==> src/rtl/core/mbup_pkg.sv <==
package mbup_pkg;

  localparam logic [7:0] STATUS_SYSEX_START = 8'hF0;
  localparam logic [7:0] STATUS_MTC_QFRAME  = 8'hF1;
  localparam logic [7:0] STATUS_SONG_POS    = 8'hF2;
  localparam logic [7:0] STATUS_SONG_SEL    = 8'hF3;
  localparam logic [7:0] STATUS_SYSEX_END   = 8'hF7;
  localparam logic [7:0] STATUS_META        = 8'hFF;

  localparam logic [3:0] NIBBLE_SYSTEM      = 4'hF;
  localparam logic [3:0] NIBBLE_PROG_CHANGE = 4'hC;
  localparam logic [3:0] NIBBLE_CHAN_PRESS  = 4'hD;

  localparam logic [3:0] CIN_SYSEX_MID  = 4'h4;
  localparam logic [3:0] CIN_SYSEX_END1 = 4'h5;
  localparam logic [3:0] CIN_SYSEX_END2 = 4'h6;
  localparam logic [3:0] CIN_SYSEX_END3 = 4'h7;
  localparam logic [3:0] CIN_SINGLE     = 4'hF;

  localparam logic [1:0] POS_NONE  = 2'd0;
  localparam logic [1:0] POS_ONE   = 2'd1;
  localparam logic [1:0] POS_TWO   = 2'd2;
  localparam logic [1:0] CNT_SYSEX = 2'd0;
  localparam logic [1:0] CNT_ONE   = 2'd1;
  localparam logic [1:0] CNT_TWO   = 2'd2;

  typedef struct packed {
    logic [7:0] running_status;
    logic [1:0] expected_data_count;
    logic [1:0] data_position;
    logic [7:0] held_first_data;
    logic [7:0] held_second_data;
  } mbup_ctx_t;

  typedef struct packed {
    logic [3:0] code_index;
    logic [7:0] byte_zero;
    logic [7:0] byte_one;
    logic [7:0] byte_two;
  } mbup_pkt_t;

endpackage

==> src/rtl/core/mbup_core.sv <==
module mbup_core
  import mbup_pkg::*;
(
  input  logic       clk,
  input  logic       rst_n,
  input  logic       step,
  input  logic [7:0] data_byte,
  output logic       pkt_valid,
  output mbup_pkt_t  pkt
);

  mbup_ctx_t ctx_r;
  mbup_ctx_t ctx_nxt;

  always_comb begin
    ctx_nxt   = ctx_r;
    pkt_valid = 1'b0;
    pkt       = '0;
    if (data_byte[7]) begin
      if (data_byte[7:4] != NIBBLE_SYSTEM) begin
        ctx_nxt.running_status      = data_byte;
        ctx_nxt.expected_data_count =
          (data_byte[7:4] == NIBBLE_PROG_CHANGE || data_byte[7:4] == NIBBLE_CHAN_PRESS)
          ? CNT_ONE : CNT_TWO;
        ctx_nxt.data_position       = POS_NONE;
      end else begin
        case (data_byte)
          STATUS_MTC_QFRAME, STATUS_SONG_SEL: begin
            ctx_nxt.running_status      = data_byte;
            ctx_nxt.expected_data_count = CNT_ONE;
            ctx_nxt.data_position       = POS_NONE;
          end
          STATUS_SONG_POS, STATUS_META: begin
            ctx_nxt.running_status      = data_byte;
            ctx_nxt.expected_data_count = CNT_TWO;
            ctx_nxt.data_position       = POS_NONE;
          end
          STATUS_SYSEX_START: begin
            ctx_nxt.expected_data_count = CNT_SYSEX;
            ctx_nxt.held_first_data     = STATUS_SYSEX_START;
            ctx_nxt.data_position       = POS_ONE;
          end
          STATUS_SYSEX_END: begin
            case (ctx_r.data_position)
              POS_NONE: begin
                pkt_valid = 1'b1;
                pkt = '{CIN_SYSEX_END1, STATUS_SYSEX_END, 8'h00, 8'h00};
              end
              POS_ONE: begin
                pkt_valid = 1'b1;
                pkt = '{CIN_SYSEX_END2, ctx_r.held_first_data, STATUS_SYSEX_END, 8'h00};
              end
              POS_TWO: begin
                pkt_valid = 1'b1;
                pkt = '{CIN_SYSEX_END3, ctx_r.held_first_data, ctx_r.held_second_data,
                        STATUS_SYSEX_END};
              end
              default: ;
            endcase
          end
          default: begin
            pkt_valid = 1'b1;
            pkt = '{CIN_SINGLE, data_byte, 8'h00, 8'h00};
          end
        endcase
      end
    end else begin
      case (ctx_r.data_position)
        POS_NONE: begin
          ctx_nxt.held_first_data = data_byte;
          if (ctx_r.expected_data_count == CNT_ONE) begin
            pkt_valid = 1'b1;
            pkt = '{ctx_r.running_status[7:4], ctx_r.running_status, data_byte, 8'h00};
          end else begin
            ctx_nxt.data_position = POS_ONE;
          end
        end
        POS_ONE: begin
          ctx_nxt.held_second_data = data_byte;
          if (ctx_r.expected_data_count == CNT_TWO) begin
            ctx_nxt.data_position = POS_NONE;
            pkt_valid = 1'b1;
            pkt = '{ctx_r.running_status[7:4], ctx_r.running_status,
                    ctx_r.held_first_data, data_byte};
          end else begin
            ctx_nxt.data_position = POS_TWO;
          end
        end
        POS_TWO: begin
          ctx_nxt.data_position = POS_NONE;
          pkt_valid = 1'b1;
          pkt = '{CIN_SYSEX_MID, ctx_r.held_first_data, ctx_r.held_second_data, data_byte};
        end
        default: ;
      endcase
    end
  end

  always_ff @(posedge clk) begin
    if (!rst_n) begin
      ctx_r <= '0;
    end else if (step) begin
      ctx_r <= ctx_nxt;
    end
  end

endmodule

==> src/rtl/core/mbup_out_reg.sv <==
module mbup_out_reg
  import mbup_pkg::*;
(
  input  logic       clk,
  input  logic       rst_n,
  input  logic       load,
  input  mbup_pkt_t  pkt_in,
  output logic       free,
  input  logic       out_ready,
  output logic       out_valid,
  output mbup_pkt_t  pkt_out
);

  logic      valid_r;
  mbup_pkt_t pkt_r;

  assign free      = !valid_r || out_ready;
  assign out_valid = valid_r;
  assign pkt_out   = pkt_r;

  always_ff @(posedge clk) begin
    if (!rst_n) begin
      valid_r <= 1'b0;
    end else if (load) begin
      valid_r <= 1'b1;
    end else if (out_ready) begin
      valid_r <= 1'b0;
    end
  end

  always_ff @(posedge clk) begin
    if (load) begin
      pkt_r <= pkt_in;
    end
  end

endmodule

==> src/rtl/core/midi_byte_to_usb_event_packer.sv <==
// an accepted byte passes through the input register, then the result register, before its packet shows
// throughput: one byte per cycle; a pending packet stalls the input only if out_ready is low
// bytes that produce no packet (data still collecting, status latch) never wait on out_ready
// reset: rst_n synchronous active low; clears running status, data count, position,
// held bytes and both valid flags
module midi_byte_to_usb_event_packer
  import mbup_pkg::*;
(
  input  logic       clk,
  input  logic       rst_n,
  input  logic       in_valid,
  output logic       in_ready,
  input  logic [7:0] in_data_byte,
  output logic       out_valid,
  input  logic       out_ready,
  output logic [3:0] out_code_index,
  output logic [7:0] out_byte_zero,
  output logic [7:0] out_byte_one,
  output logic [7:0] out_byte_two
);

  // input register stage
  logic       in_valid_r;
  logic [7:0] in_byte_r;

  // decode results for the byte sitting in the input register
  logic      pkt_valid;
  mbup_pkt_t pkt;
  mbup_pkt_t pkt_q;
  logic      out_free;
  logic      advance;

  // the held byte moves on when it has no packet, or the result reg can take one
  assign advance  = in_valid_r && (!pkt_valid || out_free);
  assign in_ready = !in_valid_r || advance;

  always_ff @(posedge clk) begin
    if (!rst_n) begin
      in_valid_r <= 1'b0;
    end else if (in_ready) begin
      in_valid_r <= in_valid;
    end
  end

  always_ff @(posedge clk) begin
    if (in_valid && in_ready) begin
      in_byte_r <= in_data_byte;
    end
  end

  // state update and packet build, committed only when the byte advances
  mbup_core u_core (
    .clk       (clk),
    .rst_n     (rst_n),
    .step      (advance),
    .data_byte (in_byte_r),
    .pkt_valid (pkt_valid),
    .pkt       (pkt)
  );

  // result register; frees itself in the same cycle the sink takes a transaction
  mbup_out_reg u_out_reg (
    .clk       (clk),
    .rst_n     (rst_n),
    .load      (advance && pkt_valid),
    .pkt_in    (pkt),
    .free      (out_free),
    .out_ready (out_ready),
    .out_valid (out_valid),
    .pkt_out   (pkt_q)
  );

  assign out_code_index = pkt_q.code_index;
  assign out_byte_zero  = pkt_q.byte_zero;
  assign out_byte_one   = pkt_q.byte_one;
  assign out_byte_two   = pkt_q.byte_two;

endmodule

==> config.mk <==
export PLATFORM = sky130hd
export DESIGN_NAME = midi_byte_to_usb_event_packer
export DESIGN_NICKNAME = d
export VERILOG_FILES = /design/src/rtl/core/mbup_pkg.sv /design/src/rtl/core/mbup_core.sv /design/src/rtl/core/mbup_out_reg.sv /design/src/rtl/core/midi_byte_to_usb_event_packer.sv
export SDC_FILE = /design/constraint.sdc
export NUM_CORES = 1
export LEC_CHECK = 0
export BUFFER_PORTS_ARGS = -buffer_cell sky130_fd_sc_hd__buf_2
export CAP_MARGIN = 20
export CORE_MARGIN = 1
export CORE_UTILIZATION = 57
export CTS_CLUSTER_SIZE = 16
export DETAILED_ROUTE_END_ITERATION = 10
export PLACE_DENSITY = 0.79
export SETUP_SLACK_MARGIN = 0.4
export SYNTH_ARGS = -nofsm -noshare
export SYNTH_HDL_FRONTEND = slang
export SYNTH_SLANG_ARGS = --single-unit
==> constraint.sdc <==
create_clock -name clk -period 3.9 [get_ports clk]
set_input_delay 0.39 -clock clk [delete_from_list [all_inputs] [get_ports clk]]
set_output_delay 0.39 -clock clk [all_outputs]
set_load 0.1 [all_outputs]
After elaboration in Yosys (flattened, before gate mapping)
Index checks and enable logic that the tools add are counted.
- bits in registers: 65
- input bits: 12
- logic and storage cells: 83
- equality and inequality tests: 17
- muxes and demuxes: 27
- bitwise logic cells: 1
- reduce and logical (&&, ||, !) cells: 26
- operators by type and width (operator ; count):
    two-way mux 28 bit ; 4
    one-hot mux 28 bit (3 select lines) ; 1
    one-hot mux 27 bit (3 select lines) ; 1
    one-hot mux 28 bit (2 select lines) ; 1
    equality test 8 bit, second input constant ; 6
    two-way mux 8 bit ; 4
    two-way mux 12 bit ; 1
    one-hot mux 4 bit (3 select lines) ; 1
    two-way mux 10 bit ; 1
    AND reduction 3 bit ; 3
    equality test 4 bit, second input constant ; 2
    AND reduction 4 bit ; 2
    nonzero test 4 bit ; 2
    two-way mux 1 bit ; 7
    two-way mux 2 bit ; 3
    one-hot mux 2 bit (3 select lines) ; 1
    nonzero test 2 bit ; 3
    != test 5 x 1 -> 1 bit, second input constant ; 1
    OR reduction 5 bit ; 1
    equality test 2 x 1 -> 1 bit, second input constant ; 2
    equality test 2 bit, second input constant ; 2
    logical OR 1 bit ; 4
    != test 4 bit, second input constant ; 1
    OR reduction 2 bit ; 2
    other kinds (11) ; 15

Depth between registers and ports, before layout
Gate-level depths: netlist of run 1.
- word-level depth: 11
- depth in mapped cells: 10

Modules after synthesis
A second synthesis of run 1 with hierarchy kept.
- cell total of the unflattened synthesis: 307
- area total of the unflattened synthesis: 3288.2 µm²
- modules (own cells, without submodules) (module ; instances ; cells an instance ; area each (µm²) ; sequential area each (µm²)):
    mbup_core ; 1 ; 259 ; 2075.7 ; 540.5
    mbup_out_reg ; 1 ; 32 ; 889.6 ; 860.8
    midi_byte_to_usb_event_packer ; 1 ; 16 ; 322.8 ; 260.2

Least setup slack after synthesis of run 1
Ideal clock, no wire load.
- path type: register to register
- start point: register u_core.ctx_r[16] in the netlist's numbering
- end point: register u_out_reg.pkt_r, in the netlist u_out_reg.pkt_out[0] (enable)
- library setup time: 0.413 ns
- arrival time: 2.662 ns
- data required time: 3.487 ns
- path slack: 0.825 ns
- stages on the path, launching flop included: 8
- buffers on the path: 2
- clock period less this slack: 3.075 ns
- cell sequence: dfxtp_1 -> ha_1 -> clkdlybuf4s15_2 -> or2_2 -> clkbuf_1 -> a31oi_1 -> o21ai_0 -> nor2_1
- cells in the longest elaborated chain, start to end: 10
- RTL lines (what ; line ; text):
    start, declared ; mbup_core.sv:12 ; mbup_ctx_t ctx_r;
    start signal, assigned ; mbup_core.sv:103 ; ctx_r <= ctx_nxt;
    equality test 2 bit (tied with other cells) ; mbup_core.sv:44, mbup_core.sv:68 ;
    OR reduction 3 bit (no line) ; - ;
    two-way mux 1 bit ; mbup_core.sv:44 ; case (ctx_r.data_position)
    one-hot mux 1 bit (2 select lines) ; mbup_core.sv:27 ; case (data_byte)
    two-way mux 1 bit ; mbup_core.sv:20 ; if (data_byte[7:4] != NIBBLE_SYSTEM) begin
    two-way mux 1 bit * ; mbup_core.sv:19 ; if (data_byte[7]) begin
    zero test 1 bit ; midi_byte_to_usb_event_packer.sv:34 ; assign advance = in_valid_r && (!pkt_valid || out_free);
    logical OR 1 bit ; midi_byte_to_usb_event_packer.sv:34 ;
    logical AND 1 bit ; midi_byte_to_usb_event_packer.sv:34 ;
    logical AND 1 bit * ; midi_byte_to_usb_event_packer.sv:65 ; .load (advance && pkt_valid),
    via u_out_reg.load ; mbup_out_reg.sv:6 ; input logic load,
    end signal, assigned ; mbup_out_reg.sv:33 ; pkt_r <= pkt_in;
    end, declared ; mbup_out_reg.sv:15 ; mbup_pkt_t pkt_r;
The timed path passes the listed nets; every way through them passes the cells marked *.
A chain may end at the register's enable or synchronous reset.

Worst setup path after layout of run 1
- start point: register u_core.ctx_r[16] in the netlist's numbering
- end point: output in_ready
- cells in the longest elaborated chain, start to end: 10
- RTL lines (what ; line ; text):
    equality test 2 bit (tied with other cells) ; mbup_core.sv:44, mbup_core.sv:68 ;
    OR reduction 3 bit (no line) ; - ;
    two-way mux 1 bit ; mbup_core.sv:44 ;
    one-hot mux 1 bit (2 select lines) ; mbup_core.sv:27 ;
    two-way mux 1 bit ; mbup_core.sv:20 ;
    two-way mux 1 bit * ; mbup_core.sv:19 ;
    zero test 1 bit * ; midi_byte_to_usb_event_packer.sv:34 ;
    logical OR 1 bit * ; midi_byte_to_usb_event_packer.sv:34 ;
    logical AND 1 bit * ; midi_byte_to_usb_event_packer.sv:34 ;
    logical OR 1 bit * ; midi_byte_to_usb_event_packer.sv:35 ; assign in_ready = !in_valid_r || advance;
    end, declared ; midi_byte_to_usb_event_packer.sv:12 ; output logic in_ready,
Mark *: on every way between the ends. The rest lies on a longest branch, timed or not.

==> results.py, run 1 <==
metrics = {
    "clock_network": {
        "cts_tree": "done",
        "cts_buffer_depth": 2,
        "insertion_delay_ns": 0.34,
        "postCtsSetupBuffers": 0,
        "ctsHoldBuffers": 0,
        "cts_resized": 0,
        "clk_pin_slew_ns": 0.07,
        "htree_num_levels": 3,
        "clock-sinks": 65,
        "cts_buffers": 9,
        "clock_tree.root_cell": "clkbuf_8",
    },
    "worst_setup_path": {
        "reg2reg_from": "u_core.ctx_r[16]",
        "crit_path_start_kind": "flop",
        "cpPeakStageDelay_ns": 0.85,
        "critical_path.cell_chain": "inv_1 > ha_1 > inv_1 > a31oi_1 > o21ai_0 > or2_2 > buf_2",
        "critPathTopFamily": "adder cells",
        "crit_slowest_cell": "ha_1",
        "path_common_cell": "inv_1",
        "reg2reg_to": "u_core.ctx_r[14]",
        "reg2reg_setup_slack_ns": 1.01,
        "endpoint_kind": "output port",
        "ff2ff_path_depth": 7,
        "crit_buf_inv": 3,
        "required_ns": 3.51,
        "crit_fanout": 28,
        "crit_type": "flop to output port",
        "cp.arrival_ns": 2.88,
    },
    "hold_path": {
        "min_to": "in_byte_r[3]",
        "hold_class": "primary input to flop",
        "min_from": "in_data_byte[3]",
        "hold_depth": 1,
    },
    "power": {
        "p_int_mw": 1.069,
        "power_mw": 1.419,
        "combPwrFrac_pct": 8.2,
        "clockPowerShare_pct": 37.8,
        "netSwitchingFraction_pct": 24.63,
        "power_switching_mw": 0.3494,
        "power.leakage_nw": 1.325,
        "ir_drop_uv": 296.2,
        "p_seq_share_pct": 53.9,
        "power_per_cell_area_nw_per_um2": 402.8,
    },
    "floorplanning": {
        "initial_core_util_pct": 60.44,
        "die_w_um": 76.52,
        "io_pins": 42,
        "coreArea_um2": 5238,
        "std_cell_rows": 26,
        "dieArea_um2": 5855,
        "die_h_um": 76.52,
    },
    "logic_synthesis": {
        "netlist_area_um2": 3166,
        "synth_edf_count": 36,
        "synth_area_per_cell_um2": 10.69,
        "seq_area_frac_synth_pct": 52.49,
        "synth-main-ff-cell": "edfxtp_1",
        "ys_ff_latch": 65,
        "syn_inst": 296,
        "synth_cell_types": 58,
        "synth_warnings": 0,
        "synth_nets": 313,
        "ys_async_sr_fraction_pct": 0,
    },
    "sta": {
        "slew_viol_final": 0,
        "fin_crit_ns": 3.266,
        "setup_viol": 0,
        "rsz0062_at_grt": "no",
        "fin_crit_sh_pct": 83.74,
        "finClkSkew_ns": 0.006717,
        "relSlewSlack_pct": 32.58,
        "fmax_mhz": 306.2,
        "hold_viol_final": 0,
        "fin_tns_setup_ns": 0,
        "worst_pin_slew_ns": 1.006,
    },
    "final_layout": {
        "multi_input_area_um2": 1331,
        "syn_to_final_growth_pct": 11.26,
        "seqCellArea_um2": 1662,
        "nNetsFinal": 345,
        "fill_cells": 427,
        "diodes": 0,
        "drive_gt1_share_pct": 21.02,
    },
    "grt": {
        "antenna_found_initial": 0,
        "grt_max_degree": 36,
        "track_usage_pct": 26.00,
        "grt-ovfl-total": 0,
        "grt_pass1_vias": 2349,
        "grt_pass1_wl_um": 11590,
    },
    "drt": {
        "post_drt_wl_per_cell_um": 17.46,
        "num_vias": 2456,
        "drt-total-wl_um": 7035,
        "drt-initial-drc-count": 297,
        "drc": 0,
        "first_pass_iters": 6,
        "ant_nets": 0,
        "via_per_inst": 6.094,
    },
    "run_status": {
        "status": "complete, no violations",
    },
    "place": {
        "portBuffers": 41,
        "dp_hpwl_um": 4858,
        "finalWeightedCongestion": 0.9455,
    },
    "flow_run": {
        "cap_violations": 0,
    },
}
registers in the layout, indices dropped and copies added (netlist names):
signal               count
u_out_reg.pkt_out       28
u_core.ctx_r            27
in_byte_r                8
in_valid_r               1
u_out_reg.out_valid      1
cells in the mapped netlist, types with 2 or more instances:
cell type  number  area share (%)
a21boi_0        3            0.71
a21oi_1        23             3.6
a222oi_1        6             1.9
a22oi_1         6             1.4
a31oi_1         3            0.59
and2_1          2            0.40
and4_1          2            0.55
buf_2           3            0.47
buf_6           4             1.4
clkbuf_1       11             1.3
dfxtp_1        29              18
edfxtp_1       36              34
ha_1            5             2.0
inv_1          11             1.3
mux2i_1        16             5.1
nand2_1        31             3.7
nand2b_1        3            0.59
nand3_1         3            0.47
nand3b_1        2            0.47
nor2_1         10             1.2
nor2b_1        15             3.0
nor3_1          6            0.95
o211ai_1        4            0.95
o21ai_0        11             1.7
o221a_1         3             1.1
o221ai_1        2            0.55
o22ai_1        11             2.2
or2_2           3            0.59
or3_1           3            0.59
cells in the final DEF (no fill, tap or decap), types with 3 or more instances in the layout:
cell type and n:
ha_1 5, or3_1 3, inv_1 11, nor2_1 9, or2_2 3, nor2b_1 15, nor3_1 6, mux2i_1 16
a31oi_1 3, a22oi_1 6, o21ai_0 11, nand2b_1 3, o211ai_1 4, edfxtp_1 36, nand3_1 3, dfxtp_1 29
nand2_1 31, o221a_1 3, buf_2 41, a21oi_1 23, a21boi_0 3, a222oi_1 6, clkbuf_8 9, o22ai_1 11
power groups by stage:
stage	combinational, mW	sequential [mW]	clock (mW)
after floorplan	0.0765	0.791	0
after global placement	0.113	0.779	0
after detailed placement	0.115	0.779	0
after CTS	0.116	0.764	0.547
after global routing	0.126	0.767	0.575
final	0.117	0.765	0.537
logic make-up after synthesis:
family | after synthesis | synth area share [%]
fa+ha+maj | 5 | 1.976
simple gates | 94 | 16.29
mux | 16 | 5.059
buf+inv | 32 | 5.533
compound gates | 84 | 18.66
flops | 65 | 52.49
per-stage QoR:
step	std cells	worst slack, ns	cell area (µm²)	utilization, %	hold slack [ns]
6_report	403	0.6341	3522	67.25	0.2239
5_1_grt	403	0.4537	3522	67.25	0.2102
4_1_cts	403	0.6954	3522	67.25	0.2122
3_5_place_dp	387	1.092	3334	63.66	0.4703
3_3_place_gp	387	1.170	3334	63.66	0.4542
2_1_floorplan	296	0.8247	3166	-	0.4406
final cells by class:
class | count | area share (%)
clock buffer | 11 | 3.730
clock inverter | 5 | 1.599
inverter | 11 | 1.172
multi-input combinational | 199 | 37.80
sequential | 65 | 47.18
tap | 70 | 2.487
timing repair buffer | 42 | 6.039
how the worst max path moves through the flow:
stage	depth (start not counted)	to	slack, ns	start
3_3_place_gp	7	in_ready	1.17	u_core.ctx_r[16]
6_report	7	in_ready	0.63	u_core.ctx_r[16]
3_5_place_dp	7	in_ready	1.09	u_core.ctx_r[16]
4_1_cts	7	in_ready	0.70	u_core.ctx_r[16]
2_1_floorplan	7	u_out_reg.pkt_out[0]	0.82	u_core.ctx_r[16]
5_1_grt	7	in_ready	0.45	u_core.ctx_r[16]
routing by layer:
layer	GRT usage, %	up-vias	part of all wire [%]	routed length [µm]
met5	0	-	0	0
met4	13.85	0	2.8	195
met1	32.45	1144	42	2980
met3	6.347	19	7.7	544
li1	-	1170	-	-
met2	41.62	123	47	3314
Power figures use the tool's default switching activity.
==> inputs of run 2 (changes only) <==
--- a/config.mk
+++ b/config.mk
@@ -5,13 +5,14 @@
 export SDC_FILE = /design/constraint.sdc
 export NUM_CORES = 1
 export LEC_CHECK = 0
+export ABC_AREA = 1
 export BUFFER_PORTS_ARGS = -buffer_cell sky130_fd_sc_hd__buf_2
 export CAP_MARGIN = 20
 export CORE_MARGIN = 1
-export CORE_UTILIZATION = 57
+export CORE_UTILIZATION = 52
 export CTS_CLUSTER_SIZE = 16
 export DETAILED_ROUTE_END_ITERATION = 10
-export PLACE_DENSITY = 0.79
+export PLACE_DENSITY = 0.76
 export SETUP_SLACK_MARGIN = 0.4
 export SYNTH_ARGS = -nofsm -noshare
 export SYNTH_HDL_FRONTEND = slang
==> constraint.sdc (replaced) <==
create_clock -name clk -period 2.8 [get_ports clk]
set_input_delay 0.28 -clock clk [delete_from_list [all_inputs] [get_ports clk]]
set_output_delay 0.28 -clock clk [all_outputs]
set_load 0.1 [all_outputs]
==> results.py, run 2 <==
metrics = {
    "logic_synthesis": {
        "synth-main-ff-cell": "edfxtp_1",
        "synth_top_area_cell": "edfxtp_1",
        "synth_cell_types": 37,
        "synth_common_cells": "77 x nand2_1, 36 x edfxtp_1, 36 x inv_1, 36 x nand3_1",
        "synth_warnings": 0,
        "yosysMostFrequentCell": "nand2_1",
        "netlist_area_um2": 3202,
        "syn_inst": 377,
        "netlist_top_cells_area": "edfxtp_1 34%, dfxtp_1 18%, nand2_1 9.0%",
        "synth_nets": 394,
        "synth_area_per_cell_um2": 8.493,
        "seq_area_frac_synth_pct": 51.90,
        "synth_edf_count": 36,
        "synth.top_cell.area_share_pct": 33.76,
        "ys_async_sr_fraction_pct": 0,
        "ys_ff_latch": 65,
    },
    "place": {
        "finalWeightedCongestion": 0.9538,
        "place_ws_ns": 0.5491,
        "portBuffers": 41,
        "dp_hpwl_um": 5946,
    },
    "drt": {
        "drc": 0,
        "first_pass_iters": 5,
        "via_per_inst": 5.842,
        "drt-initial-drc-count": 311,
        "num_vias": 2927,
        "ant_nets": 0,
        "drt-total-wl_um": 8275,
        "post_drt_wl_per_cell_um": 16.52,
    },
    "worst_setup_path": {
        "ff2ff_path_depth": 11,
        "cpPeakStageDelay_ns": 0.34,
        "endpoint_kind": "output port",
        "crit_fanout": 11,
        "crit_type": "flop to output port",
        "reg2reg_to": "u_core.ctx_r[24]",
        "crit_slowest_cell": "dfxtp_1",
        "path_common_cell": "nand3_1",
        "reg2reg_setup_slack_ns": 0.69,
        "critical_path.cell_chain": "inv_1 > ha_4 > nand3_1 > nand3_1 > nand2_1 > nand2_4 > nand3_2 > buf_4",
        "cp.arrival_ns": 1.99,
        "reg2reg_from": "u_core.ctx_r[17]",
        "crit_path_start_kind": "flop",
        "required_ns": 2.52,
    },
    "final_layout": {
        "largest_reg_flops": 28,
        "mostFrequentLayoutCells": "77 x nand2_1, 40 x buf_2, 36 x inv_1, 36 x edfxtp_1, 35 x nand3_1",
        "syn_to_final_growth_pct": 15.71,
        "layout_commonest_cell": "nand2_1",
        "nNetsFinal": 438,
        "drive_gt1_share_pct": 19.25,
        "fin_util_pct": 62.57,
        "diodes": 0,
    },
    "clock_network": {
        "clock_tree.root_cell": "clkbuf_8",
        "postCtsSetupBuffers": 0,
        "insertion_delay_ns": 0.35,
        "cts_buffers": 9,
        "cts_tree": "done",
        "htree_num_levels": 3,
        "clk_pin_slew_ns": 0.07,
        "clock-sinks": 65,
        "cts_buffer_depth": 2,
    },
    "sta": {
        "fin_tns_setup_ns": 0,
        "slew_viol_final": 0,
        "finClkSkew_ns": 0.005895,
        "relSlewSlack_pct": 49.13,
        "rsz0062_at_grt": "no",
        "setup_viol": 0,
        "hold_viol_final": 0,
        "fin_ws_ns": 0.5264,
        "fmax_mhz": 439.8,
        "fin_crit_ns": 2.274,
        "fin_crit_sh_pct": 81.20,
        "worst_pin_slew_ns": 0.7622,
    },
    "flow_run": {
        "cap_violations": 0,
    },
    "floorplanning": {
        "initial_core_util_pct": 54.08,
        "die_w_um": 80.47,
        "dieArea_um2": 6475,
        "std_cell_rows": 28,
        "die_h_um": 80.47,
        "coreArea_um2": 5921,
        "io_pins": 42,
    },
    "hold_path": {
        "hold_depth": 1,
        "min_to": "in_byte_r[6]",
        "hold_class": "primary input to flop",
        "min_from": "in_data_byte[6]",
    },
    "power": {
        "power.leakage_nw": 1.457,
        "power_per_cell_area_nw_per_um2": 571.4,
        "power_mw": 2.117,
        "ir_drop_uv": 329.6,
    },
    "grt": {
        "antenna_found_initial": 0,
        "grt_pass1_vias": 2715,
        "grt_pass1_wl_um": 13300,
        "grt-ovfl-total": 0,
        "grt_max_degree": 30,
        "track_usage_pct": 27.91,
    },
    "run_status": {
        "status": "complete, no violations",
    },
}
[run 2: cell types whose count changed after synthesis, moves of 4 or more]
cell	previous run	this run
nand2_1	31	77
o21ai_0	11	29
mux2i_1	16	0
nor2b_1	15	0
nor2_1	10	33
o22ai_1	11	4
a222oi_1	6	0
o31ai_1	1	5
inv_1	11	36
nand3_1	3	36
nor3_1	6	2
a21oi_1	23	33
[run 2: cell type report]
type	count	area, µm²
Clock buffer	9	123.9
Clock inverter	7	70.07
Fill cell	535	2216
Inverter	39	146.4
Multi-Input combinational cell	258	1334
Sequential cell	65	1664
Tap cell	75	93.84
Timing Repair Buffer	48	272.8
[run 2: routing by layer]
layer / up-vias / share of wire, % / global-route usage (%)
li1: 1381 / - / -
met3: 27 / 9.4 / 5.455
met1: 1328 / 42 / 36.74
met4: 0 / 3.8 / 15.71
met2: 191 / 45 / 42.71
met5: - / 0 / 0
[run 2: worst max path at each step]
| stage | slack, ns | to | from |
|---|---|---|---|
| after floorplan | 0.56 | in_byte_r[0] | u_out_reg.out_valid |
| after global placement | 0.67 | u_core.ctx_r[26] | u_core.ctx_r[17] |
| after detailed placement | 0.55 | u_core.ctx_r[24] | u_core.ctx_r[16] |
| after CTS | 0.40 | in_ready | u_core.ctx_r[17] |
| after global routing | 0.44 | in_ready | u_core.ctx_r[17] |
| final | 0.53 | in_ready | u_core.ctx_r[17] |
[run 2: worst max-delay path, delay by kind of cell (launching register included)]
kind | cells | cell delay, ns
adders and majority gates | 1 | 0.23
and+or+nand+nor | 5 | 0.61
buffers and inverters | 2 | 0.44
DFF | 1 | 0.34
[run 2: power breakdown]
part,internal [mW],total [mW],switching [mW],leakage (nW)
clock network,0.410,0.788,0.378,0.0994
logic,0.0635,0.263,0.199,0.798
registers,1.04,1.07,0.0307,0.560
total,1.51,2.12,0.608,1.46
[run 2: repair_timing]
item | 4_1_cts | 5_1_grt
hold buffers | 0 | 0
setup endpoints to repair | 1 | 1
pin swaps | 0 | 0
gates cloned | 0 | 0
gates resized for setup | 2 | 3
[run 2: kinds of logic (layout without fill, tap and decap cells)]
| family | Yosys count | after routing | synth area share, % |
|---|---|---|---|
| compound gates | 92 | 92 | 16.96 |
| fa+ha+maj | 5 | 5 | 1.954 |
| buf+inv | 54 | 103 | 6.995 |
| simple gates | 161 | 161 | 22.20 |
| flops | 65 | 65 | 51.90 |
[run 2: metrics by stage]
stage          instance area [µm²]  hold slack (ns)  instances
2_1_floorplan                 3208           0.3789        377
3_3_place_gp                  3495           0.4457        485
3_5_place_dp                  3495           0.4484        485
4_1_cts                       3692          0.09843        501
5_1_grt                       3705          0.09964        501
6_report                      3705          0.09802        501
==> inputs of run 3 (changes only) <==
--- a/config.mk
+++ b/config.mk
@@ -9,10 +9,10 @@
 export BUFFER_PORTS_ARGS = -buffer_cell sky130_fd_sc_hd__buf_2
 export CAP_MARGIN = 20
 export CORE_MARGIN = 1
-export CORE_UTILIZATION = 52
+export CORE_UTILIZATION = 57
 export CTS_CLUSTER_SIZE = 16
 export DETAILED_ROUTE_END_ITERATION = 10
-export PLACE_DENSITY = 0.76
+export PLACE_DENSITY = 0.79
 export SETUP_SLACK_MARGIN = 0.4
 export SYNTH_ARGS = -nofsm -noshare
 export SYNTH_HDL_FRONTEND = slang
==> constraint.sdc (replaced) <==
create_clock -name clk -period 2.3 [get_ports clk]
set_input_delay 0.23 -clock clk [delete_from_list [all_inputs] [get_ports clk]]
set_output_delay 0.23 -clock clk [all_outputs]
set_load 0.1 [all_outputs]
==> results.py, run 3 (synthesis results as in run 2) <==
metrics = {
    "sta": {
        "fmax_mhz": 521.8,
        "hold_viol_final": 0,
        "finClkSkew_ns": 0.004565,
        "setup_viol": 0,
        "rsz0062_at_grt": "yes",
        "slew_viol_final": 0,
        "relSlewSlack_pct": 51.72,
        "fin_crit_sh_pct": 83.33,
        "fin_tns_setup_ns": 0,
        "fin_crit_ns": 1.917,
        "hold_ws_ns": 0.04807,
        "worst_pin_slew_ns": 0.7235,
    },
    "grt": {
        "grt_pass1_wl_um": 13050,
        "antenna_found_initial": 0,
        "grt-ovfl-total": 0,
        "grt_max_degree": 30,
        "track_usage_pct": 29.48,
        "grt_pass1_vias": 2710,
    },
    "worst_setup_path": {
        "endpoint": "in_ready",
        "cpPeakStageDelay_ns": 0.36,
        "reg2reg_to": "u_out_reg.pkt_out[19]",
        "crit_fanout": 5,
        "cp.arrival_ns": 1.69,
        "crit_buf_inv": 2,
        "crit_type": "flop to output port",
        "startpoint": "u_core.ctx_r[16]",
        "path_common_cell": "nand3_1",
        "crit_path_start_kind": "flop",
        "ff2ff_path_depth": 9,
        "reg2reg_from": "in_byte_r[5]",
        "crit_cells": 8,
        "crit_slowest_cell": "dfxtp_4",
        "critPathTopFamily": "simple AND/OR/NAND/NOR gates",
        "endpoint_kind": "output port",
        "critical_path.cell_chain": "inv_2 > ha_2 > nand3_1 > nand3_1 > nand2_1 > nand2_4 > nand3_4 > buf_12",
        "required_ns": 2.07,
        "reg2reg_setup_slack_ns": 0.45,
    },
    "run_status": {
        "status": "complete, no violations",
    },
    "final_layout": {
        "mostFrequentLayoutCells": "77 x nand2_1, 40 x buf_2, 36 x edfxtp_1",
        "largest_reg_flops": 28,
        "fill_cells": 393,
        "syn_to_final_growth_pct": 19.97,
        "diodes": 0,
        "fin_util_pct": 72.89,
        "nNetsFinal": 451,
        "layout_commonest_cell": "nand2_1",
        "final_cells": 509,
        "drive_gt1_share_pct": 23.46,
    },
    "power": {
        "power_switching_mw": 0.7100,
        "p_seq_share_pct": 51.4,
        "clockPowerShare_pct": 34.4,
        "combPwrFrac_pct": 14.2,
        "ir_drop_uv": 377.2,
        "netSwitchingFraction_pct": 28.29,
        "power.leakage_nw": 1.523,
        "p_int_mw": 1.800,
        "power_per_cell_area_nw_per_um2": 653.4,
    },
    "floorplanning": {
        "coreArea_um2": 5270,
        "die_w_um": 76.95,
        "initial_core_util_pct": 60.75,
        "dieArea_um2": 5921,
        "std_cell_rows": 26,
        "io_pins": 42,
        "die_h_um": 76.95,
    },
    "place": {
        "dp_hpwl_um": 5615,
        "finalWeightedCongestion": 1.059,
        "placedCellCount": 482,
        "portBuffers": 41,
    },
    "drt": {
        "drt-initial-drc-count": 279,
        "num_vias": 2986,
        "first_pass_iters": 5,
        "drc": 0,
        "via_per_inst": 5.866,
        "post_drt_wl_per_cell_um": 16.30,
        "drt-total-wl_um": 8296,
        "ant_nets": 0,
    },
    "clock_network": {
        "clock-sinks": 65,
        "clock_tree.root_cell": "clkbuf_8",
        "ctsHoldBuffers": 0,
        "cts_buffer_depth": 2,
        "htree_num_levels": 3,
        "insertion_delay_ns": 0.35,
        "clk_pin_slew_ns": 0.07,
        "cts_tree": "done",
        "cts_buffers": 9,
    },
    "flow_run": {
        "cap_violations": 0,
    },
    "hold_path": {
        "hold_class": "primary input to flop",
    },
}
==> run 3: changes by cell type in the layout (fill, tap and decap cells not counted), moves of 2 or more <==
cell / delta
dfxtp_4: +2
clkbuf_8: +2
clkbuf_1: +2
nor2_1: -4
nor2_2: +3
buf_4: +12
nand3_1: -2
inv_1: -3
==> run 3: power by group through the flow <==
stage / Sequential [mW] / Combinational [mW] / Clock [mW]
floorplan: 1.38 / 0.171 / 0
global placement: 1.32 / 0.316 / 0
detailed placement: 1.32 / 0.317 / 0
CTS: 1.29 / 0.333 / 0.871
global route: 1.29 / 0.381 / 0.925
finish: 1.29 / 0.356 / 0.863
==> run 3: layer usage <==
layer  vias to the layer above  track usage (%)  share of wire, %
met2                       218            44.11                45
met1                      1310            38.71                39
met4                         0            20.38               4.0
met3                        51            5.357                12
met5                         -                0                 0
li1                       1407                -                 -
==> run 3: area by class of cell <==
cell class / count / area (µm²) / area share (%)
Sequential cell: 65 / 1670 / 43.49
Multi-Input combinational cell: 258 / 1365 / 35.54
Timing Repair Buffer: 61 / 382.9 / 9.967
Inverter: 39 / 161.4 / 4.202
Clock buffer: 13 / 158.9 / 4.137
Tap cell: 70 / 87.58 / 2.280
Clock inverter: 3 / 15.01 / 0.3909
==> run 3: stage by stage <==
| stage | area, µm² | power, mW | setup slack (ns) |
|---|---|---|---|
| final | 3841 | 2.510 | 0.3835 |
| after detailed placement | 3512 | 1.634 | 0.2515 |
| after global placement | 3512 | 1.631 | 0.2440 |
| after floorplan | 3229 | 1.553 | 0.4036 |
| after global routing | 3841 | 2.598 | 0.3172 |
| after CTS | 3755 | 2.491 | 0.3840 |
==> run 3: what timing repair did <==
item                                    in CTS  in global routing
resized for setup                            9                 13
setup buffers                                5                  6
endpoints found under the setup margin      53                 61
pin swaps                                    1                  2
==> run 3: worst reg2reg max path, cell delays in order (launching register included) <==
cell and delay, ns:
edfxtp_1 0.50, nand2_1 0.15, nor2_4 0.15, inv_1 0.12, nor2_4 0.18, nor2_2 0.10, inv_1 0.15, o21ai_1 0.08
o21ai_0 0.06, o21ai_0 0.09
==> run 3: worst min path at each step <==
stage	startpoint	to	slack [ns]	depth (start not counted)
2_1_floorplan	in_data_byte[0]	in_byte_r[0]	0.33	0
3_3_place_gp	in_data_byte[7]	in_byte_r[7]	0.41	1
3_5_place_dp	in_data_byte[3]	in_byte_r[3]	0.41	1
4_1_cts	in_data_byte[3]	in_byte_r[3]	0.04	1
5_1_grt	in_data_byte[1]	in_byte_r[1]	0.05	1
6_report	in_data_byte[3]	in_byte_r[3]	0.05	1
